<file path="config.mk">
export PLATFORM = sky130hd
export DESIGN_NAME = utf8_to_utf16_decoder_core_flat
export DESIGN_NICKNAME = d
export VERILOG_FILES = /design/src/rtl/u8u16_pkg.sv /design/src/rtl/u8u16_req_if.sv /design/src/rtl/u8u16_rsp_if.sv /design/src/rtl/u8u16_step.sv /design/src/rtl/utf8_to_utf16_decoder_core.sv /design/src/flat_wrapper.sv
export SDC_FILE = /design/constraint.sdc
export NUM_CORES = 1
export LEC_CHECK = 0
export ABC_CLOCK_PERIOD_IN_PS = 5210
export BUFFER_PORTS_ARGS = -buffer_cell sky130_fd_sc_hd__buf_2
export CORE_AREA = 2 2 135 71
export CTS_CLUSTER_DIAMETER = 80
export CTS_CLUSTER_SIZE = 8
export DETAILED_ROUTE_END_ITERATION = 8
export DIE_AREA = 0 0 137 73
export GPL_ROUTABILITY_DRIVEN = 0
export PLACE_DENSITY = 0.69
export RECOVER_POWER = 25
export SYNTH_ARGS = -nofsm -noshare
export SYNTH_HDL_FRONTEND = slang
export SYNTH_SLANG_ARGS = --single-unit
</file>
<file path="constraint.sdc">
create_clock -name clock -period 5.21 [get_ports clock]
set_clock_uncertainty 0.05 [all_clocks]
set_input_delay 1.042 -clock clock [delete_from_list [all_inputs] [get_ports clock]]
set_output_delay 1.042 -clock clock [all_outputs]
set_load 0.005 [all_outputs]
</file>
<file path="src/rtl/u8u16_pkg.sv">
// Package for the UTF-8 to UTF-16 decoder: result codes, DFA state codes,
// the byte class map, the transition table and the shared record types.
// No dependencies.
package u8u16_pkg;

   localparam int unsigned MAX_RES    = 3;
   localparam int unsigned NUM_STATES = 9;
   localparam int unsigned NUM_CLASS  = 12;

   // result kinds
   localparam logic [1:0] KIND_UNIT      = 2'd0;
   localparam logic [1:0] KIND_COMPLETE  = 2'd1;
   localparam logic [1:0] KIND_INVALID   = 2'd2;
   localparam logic [1:0] KIND_TRUNCATED = 2'd3;

   // automaton states with a meaning of their own
   localparam logic [3:0] ST_ACCEPT = 4'd0;
   localparam logic [3:0] ST_REJECT = 4'd1;

   localparam logic [15:0] HI_SURR_BASE = 16'hD7C0;
   localparam logic [15:0] LO_SURR_BASE = 16'hDC00;

   localparam logic [3:0] NEXT_STATE [NUM_STATES][NUM_CLASS] = '{
      '{4'd0, 4'd1, 4'd2, 4'd3, 4'd5, 4'd8, 4'd7, 4'd1, 4'd1, 4'd1, 4'd4, 4'd6},
      '{4'd1, 4'd1, 4'd1, 4'd1, 4'd1, 4'd1, 4'd1, 4'd1, 4'd1, 4'd1, 4'd1, 4'd1},
      '{4'd1, 4'd0, 4'd1, 4'd1, 4'd1, 4'd1, 4'd1, 4'd0, 4'd1, 4'd0, 4'd1, 4'd1},
      '{4'd1, 4'd2, 4'd1, 4'd1, 4'd1, 4'd1, 4'd1, 4'd2, 4'd1, 4'd2, 4'd1, 4'd1},
      '{4'd1, 4'd1, 4'd1, 4'd1, 4'd1, 4'd1, 4'd1, 4'd2, 4'd1, 4'd1, 4'd1, 4'd1},
      '{4'd1, 4'd2, 4'd1, 4'd1, 4'd1, 4'd1, 4'd1, 4'd1, 4'd1, 4'd2, 4'd1, 4'd1},
      '{4'd1, 4'd1, 4'd1, 4'd1, 4'd1, 4'd1, 4'd1, 4'd3, 4'd1, 4'd3, 4'd1, 4'd1},
      '{4'd1, 4'd3, 4'd1, 4'd1, 4'd1, 4'd1, 4'd1, 4'd3, 4'd1, 4'd3, 4'd1, 4'd1},
      '{4'd1, 4'd3, 4'd1, 4'd1, 4'd1, 4'd1, 4'd1, 4'd1, 4'd1, 4'd1, 4'd1, 4'd1}
   };

   typedef struct packed {
      logic [3:0]  dfa;
      logic [20:0] acc;
      logic        discarding;
   } dec_state_type;

   // all results caused by one input item
   typedef struct packed {
      logic [1:0]                 count;
      logic [MAX_RES-1:0][1:0]    kind;
      logic [MAX_RES-1:0][15:0]   unit;
   } res_rec_type;

   function automatic logic [3:0] byte_class(input logic [7:0] b);
      logic [3:0] cls;
      if (b < 8'h80)       cls = 4'd0;
      else if (b < 8'h90)  cls = 4'd1;
      else if (b < 8'hA0)  cls = 4'd9;
      else if (b < 8'hC0)  cls = 4'd7;
      else if (b < 8'hC2)  cls = 4'd8;
      else if (b < 8'hE0)  cls = 4'd2;
      else if (b == 8'hE0) cls = 4'd10;
      else if (b == 8'hED) cls = 4'd4;
      else if (b < 8'hF0)  cls = 4'd3;
      else if (b == 8'hF0) cls = 4'd11;
      else if (b < 8'hF4)  cls = 4'd6;
      else if (b == 8'hF4) cls = 4'd5;
      else                 cls = 4'd8;
      return cls;
   endfunction

   function automatic logic [3:0] next_dfa(input logic [3:0] st, input logic [3:0] cls);
      logic [3:0] nxt;
      if (st >= 4'(NUM_STATES) || cls >= 4'(NUM_CLASS)) nxt = ST_REJECT;
      else nxt = NEXT_STATE[st][cls];
      return nxt;
   endfunction

endpackage

</file>
<file path="src/rtl/u8u16_req_if.sv">
// Input channel of the decoder: one UTF-8 byte and its end flag per item.
// No dependencies.
interface u8u16_req_if;
   logic       valid;
   logic       ready;
   logic [7:0] data_byte;
   logic       end_of_string;

   modport source (output valid, output data_byte, output end_of_string, input ready);
   modport sink   (input valid, input data_byte, input end_of_string, output ready);
endinterface

</file>
<file path="src/rtl/u8u16_rsp_if.sv">
// Result channel of the decoder: one result kind, code unit and run flag per item.
// No dependencies.
interface u8u16_rsp_if;
   logic        valid;
   logic        ready;
   logic [1:0]  result_kind;
   logic [15:0] code_unit;
   logic        last_of_run;

   modport source (output valid, output result_kind, output code_unit, output last_of_run,
                   input ready);
   modport sink   (input valid, input result_kind, input code_unit, input last_of_run,
                   output ready);
endinterface

</file>
<file path="src/rtl/u8u16_step.sv">
// One decoder step: byte class, DFA transition, accumulator update and the
// record of up to three results. Pure logic. Depends on u8u16_pkg.
module u8u16_step (
   input  u8u16_pkg::dec_state_type cur,
   input  logic [7:0]               data_byte,
   input  logic                     end_of_string,
   output u8u16_pkg::dec_state_type nxt,
   output u8u16_pkg::res_rec_type   rec
);
   import u8u16_pkg::*;

   logic [3:0]  cls;
   logic [7:0]  lead_mask;
   logic [20:0] acc_new;
   logic [3:0]  dfa_new;

   always_comb begin
      cls       = byte_class(data_byte);
      lead_mask = 8'hFF >> cls;
      if (cur.dfa != ST_ACCEPT) acc_new = {cur.acc[14:0], data_byte[5:0]};
      else acc_new = {13'd0, lead_mask & data_byte};
      dfa_new = next_dfa(cur.dfa, cls);
   end

   always_comb begin
      nxt = cur;
      rec = '0;
      if (cur.discarding) begin
         // error already reported: drop bytes until the end flag
         if (end_of_string) nxt = '0;
      end else begin
         nxt.acc = acc_new;
         nxt.dfa = dfa_new;
         if (dfa_new == ST_REJECT) begin
            rec.count   = 2'd1;
            rec.kind[0] = KIND_INVALID;
            if (end_of_string) nxt = '0;
            else nxt.discarding = 1'b1;
         end else if (dfa_new == ST_ACCEPT) begin
            if (acc_new[20:16] == 5'd0) begin
               rec.count   = 2'd1;
               rec.unit[0] = acc_new[15:0];
            end else begin
               rec.count   = 2'd2;
               rec.unit[0] = HI_SURR_BASE + {5'd0, acc_new[20:10]};
               rec.unit[1] = LO_SURR_BASE + {6'd0, acc_new[9:0]};
            end
            rec.kind[0] = KIND_UNIT;
            rec.kind[1] = KIND_UNIT;
            if (end_of_string) begin
               rec.kind[rec.count] = KIND_COMPLETE;
               rec.count           = rec.count + 2'd1;
               nxt                 = '0;
            end
         end else if (end_of_string) begin
            rec.count   = 2'd1;
            rec.kind[0] = KIND_TRUNCATED;
            nxt         = '0;
         end
      end
   end

endmodule

</file>
<file path="src/rtl/utf8_to_utf16_decoder_core.sv">
// Top level of the UTF-8 to UTF-16 decoder: decoder state registers, the step
// logic and a two-record result queue. Depends on u8u16_pkg, u8u16_step and
// the u8u16_req_if / u8u16_rsp_if interfaces.
//
//   channel | dir | payload                                  | accepted when
//   req     | in  | data_byte[7:0], end_of_string            | req.valid && req.ready
//   rsp     | out | result_kind[1:0], code_unit[15:0],       | rsp.valid && rsp.ready
//           |     | last_of_run                              |
//
// A byte is decoded in the cycle it is accepted; its results sit in the queue
// from the next cycle and leave one per cycle while rsp.ready is high. Bytes giving
// at most one result flow at one per cycle while rsp.ready is high; a surrogate pair
// or a completion leaves one result at a time through the single result port.
// req.ready drops only while both queue records are held and the head is not
// leaving. Reset is synchronous, active high, and empties the queue.
module utf8_to_utf16_decoder_core (
   input  logic         clock,
   input  logic         reset,
   u8u16_req_if.sink    req,
   u8u16_rsp_if.source  rsp
);
   import u8u16_pkg::*;

   dec_state_type st_ff, st_in;
   res_rec_type   step_rec;
   res_rec_type   rec_ff [2];
   logic          wr_ptr_ff, rd_ptr_ff;
   logic [1:0]    count_ff, count_in;
   logic [1:0]    idx_ff;
   res_rec_type   head;
   logic          push, pop, req_take, rsp_take, head_last;

   u8u16_step u_step (
      .cur           (st_ff),
      .data_byte     (req.data_byte),
      .end_of_string (req.end_of_string),
      .nxt           (st_in),
      .rec           (step_rec)
   );

   always_comb begin
      head      = rec_ff[rd_ptr_ff];
      head_last = (idx_ff == head.count - 2'd1);
      rsp_take  = rsp.valid && rsp.ready;
      pop       = rsp_take && head_last;
      req.ready = (count_ff != 2'd2) || pop;
      req_take  = req.valid && req.ready;
      push      = req_take && (step_rec.count != 2'd0);
      count_in  = count_ff + {1'b0, push} - {1'b0, pop};
   end

   assign rsp.valid       = (count_ff != 2'd0);
   assign rsp.result_kind = head.kind[idx_ff];
   assign rsp.code_unit   = head.unit[idx_ff];
   assign rsp.last_of_run = head_last;

   always_ff @(posedge clock) begin
      if (reset) begin
         st_ff     <= '0;
         wr_ptr_ff <= 1'b0;
         rd_ptr_ff <= 1'b0;
         count_ff  <= 2'd0;
         idx_ff    <= 2'd0;
      end else begin
         if (req_take) st_ff <= st_in;
         if (push) wr_ptr_ff <= ~wr_ptr_ff;
         if (pop) rd_ptr_ff <= ~rd_ptr_ff;
         count_ff <= count_in;
         // advance within the head record, restart at the next one
         if (pop) idx_ff <= 2'd0;
         else if (rsp_take) idx_ff <= idx_ff + 2'd1;
      end
   end

   always_ff @(posedge clock) begin
      if (push) rec_ff[wr_ptr_ff] <= step_rec;
   end

endmodule
</file>
<file path="src/flat_wrapper.sv">
// flat-port wrapper written by rule: the top's interface ports become plain ports
module utf8_to_utf16_decoder_core_flat import u8u16_pkg::*;
  (clock, reset, req_valid, req_data_byte, req_end_of_string, req_ready, rsp_valid, rsp_result_kind, rsp_code_unit, rsp_last_of_run, rsp_ready);
  u8u16_req_if req_i ();
  u8u16_rsp_if rsp_i ();
  input  logic clock;
  input  logic reset;
  input wire logic [$bits(req_i.valid)-1:0] req_valid;
  input wire logic [$bits(req_i.data_byte)-1:0] req_data_byte;
  input wire logic [$bits(req_i.end_of_string)-1:0] req_end_of_string;
  output wire logic [$bits(req_i.ready)-1:0] req_ready;
  output wire logic [$bits(rsp_i.valid)-1:0] rsp_valid;
  output wire logic [$bits(rsp_i.result_kind)-1:0] rsp_result_kind;
  output wire logic [$bits(rsp_i.code_unit)-1:0] rsp_code_unit;
  output wire logic [$bits(rsp_i.last_of_run)-1:0] rsp_last_of_run;
  input wire logic [$bits(rsp_i.ready)-1:0] rsp_ready;
  assign req_i.valid = req_valid;
  assign req_i.data_byte = req_data_byte;
  assign req_i.end_of_string = req_end_of_string;
  assign req_ready = req_i.ready;
  assign rsp_valid = rsp_i.valid;
  assign rsp_result_kind = rsp_i.result_kind;
  assign rsp_code_unit = rsp_i.code_unit;
  assign rsp_last_of_run = rsp_i.last_of_run;
  assign rsp_i.ready = rsp_ready;
  utf8_to_utf16_decoder_core u_core (.clock(clock), .reset(reset), .req(req_i), .rsp(rsp_i));
endmodule
</file>
==> qor.yml <==
outcome: "finished, violations left"
violations: "max-capacitance violations, max-slew violations"
post_cts_resized: 0
setup_violations: 0
drc_errors: 0
drtIter0Drc: 323
first_pass_iters: 5
wirelength_mm: 10.4
htree_num_levels: 3
grt_start_max_net_pins: 34
yosys-top-cells-area: "edfxtp_1 42%, dfxtp_1 11%, mux4_2 5.2%, nor2_1 4.9%, nor2b_1 2.8%"
r2r_end: "u_core.rec_ff[0][17]"
fin_area_um2: 5240
syn-cell-area_um2: 4730
grt.total_usage_pct: 22.0
synth_ff_type: "edfxtp_1"
avgRoutedWirePerCell_um: 18.1
synthAdderAreaFrac_pct: 1.59
syn_to_final_growth_pct: 10.6
cp.arrival_ns: 3.27
tns_ns: 0
drt-vias-per-instance: 5.98
ys_warn_count: 0
synth_compound_area_share_pct: 14.5
synth_top_family_by_area: "simple AND/OR/NAND/NOR gates"
rows: 25
reg2reg_slack_ns: 1.07
netlist_instances: 427
rsz0062_at_grt: "false"
cts_buffers: 9
ctsHoldBuffers: 0
synthSimpleGateAreaFrac_pct: 17.3
antennaDiodeCount: 0
synth_top_area_share_pct: 41.9
grt_pass1_vias: 3070
yosys.area.top_type: "edfxtp_1"
critPathCaptureType: "output pin"
rr_worst_depth: 9
fin_util_pct: 58.1
setup_slack_ns: 0.849
hold_class: "register to register"
antenna_found_initial: 0
dp_cells: 561
synth-seq-cells: 93
worst_slew_pin_slew_ns: 1.76
worstHoldPathCells: 2
ys_seq_area_share_pct: 53.3
die_h_um: 73
clock_path_buffers: 2
num-nets-final: 470
fp.dieArea_um2: 10000
ys_types: 70
clk_pin_slew_worst_paths_ns: 0.06
clock_latency_ns: 0.34
grt_pass1_wl_mm: 16.5
synth_edf_count: 66
drv_slew: 23
power_density_nw_per_um2: 394
drtAntennaViolNets: 0
cts_tree: "built"
place_area_um2: 4980
max_freq_ghz: 0.229
synthTopCellsByCount: "66 x edfxtp_1, 62 x nor2_1, 32 x nand2_1"
ctsRootBufferMaster: "clkbuf_16"
worstHoldStart: "u_core.st_ff[11]"
start_kind: "register"
syn_nets: 446
setup.worst_path.class: "register to output pin"
clock_sinks: 93
cts_setup_buffers: 0
power_mw: 2.06
ir_worst_vdd_mv: 0.210
path_max_fanout: 22
leakage_nw: 1.86
required_ns: 4.12
synth_area_per_cell_um2: 11.1
hold_violations: 0
via_count: 3453
yosysMostFrequentCell: "edfxtp_1"
io_buffers: 33
relSlewSlack_pct: -17.0
stdcell_count: 577
synth_mux_area_share_pct: 8.77
whs_ns: 0.472
async_flop_share_pct: 0
pre_cts_ws_ns: 0.913
start_util_pct: 52.6
die_w_um: 137
grt_overflow: 0
drive_gt1_share_pct: 14.5
drv_cap: 1
synth-xor-area-share_pct: 0.925
fin_crit_ns: 4.36
place_hpwl_mm: 7.31
core_area_um2: 9010
holdPathEnd: "u_core.st_ff[11]"
pin_count: 34
finalCritPeriodShare_pct: 83.7
-- layer usage --
layer / GRT usage [%] / vias to the layer above / part of all wire, %
li1: - / 1629 / -
met1: 35.2 / 1682 / 52
met2: 29.7 / 136 / 40
met3: 5.28 / 6 / 7.5
met4: 5.38 / 0 / 0.62
met5: 0 / - / 0
-- critical path: stages (launching register included) --
cell	delay, ns
dfxtp_1	0.31
clkbuf_1	1.26
mux2i_1	0.33
xor2_1	0.20
mux2i_1	0.42
a211o_1	0.27
buf_2	0.14
-- how the worst max path moves through the flow --
| stage | from | end | depth (start not counted) | slack, ns |
|---|---|---|---|---|
| floorplan | req_data_byte[2] | u_core.rec_ff[0][0] | 10 | 0.37 |
| global placement | req_data_byte[1] | u_core.rec_ff[0][23] | 10 | 1.02 |
| detailed placement | req_data_byte[1] | u_core.rec_ff[0][17] | 10 | 0.91 |
| CTS | req_data_byte[1] | u_core.rec_ff[0][7] | 10 | 1.27 |
| global route | register | req_ready | 6 | 0.59 |
| finish | register | req_ready | 6 | 0.85 |
-- cell families after synthesis --
group | Yosys count
XOR/XNOR | 5
adder cells (fa/ha/maj) | 6
buffers and inverters | 40
AO/OA/AOI/OAI | 91
flip-flops | 93
multiplexers | 27
AND/OR/NAND/NOR | 165
-- cell type report --
cell class                 instances  area (um^2)
sequential                        93         2520
timing repair buffer              41          201
multi-input combinational        294         2030
fill                             752         3770
clock inverter                     6         53.8
tap                              121          151
inverter                          12         45.0
clock buffer                      10          229
-- power breakdown --
group / switching, mW / internal (mW) / total (mW)
clock: 0.255 / 0.366 / 0.621
sequential: 0.0439 / 0.894 / 0.938
combinational: 0.290 / 0.215 / 0.505
total: 0.589 / 1.47 / 2.06
-- registers in the layout (all words and copies together), names as in the netlist, named ones only --
signal / flops
u_core.rd_ptr_ff: 1
u_core.wr_ptr_ff: 1
u_core.st_ff: 20
u_core.count_ff: 2
u_core.idx_ff: 2
u_core.rec_ff: 66
-- cell usage in the layout, fill, tap and decap left out, types with 3 or more instances in the layout --
cell	n
edfxtp_1	66
nor2_1	62
nand2_1	32
dfxtp_1	27
nor2b_1	20
a21oi_1	20
clkbuf_1	18
o21ai_0	15
buf_2	14
mux2i_1	13
inv_1	12
mux4_2	11
a32oi_1	10
clkbuf_16	9
nor3_1	7
buf_4	7
nand2b_1	6
a31oi_1	6
ha_1	6
nand3_1	5
and2_1	5
o21ai_1	4
or3_1	4
and3_1	3
nand3b_1	3
xnor2_1	3
a22oi_1	3
clkinv_1	3
clkbuf_2	3
(Power assumes the default switching activity.)
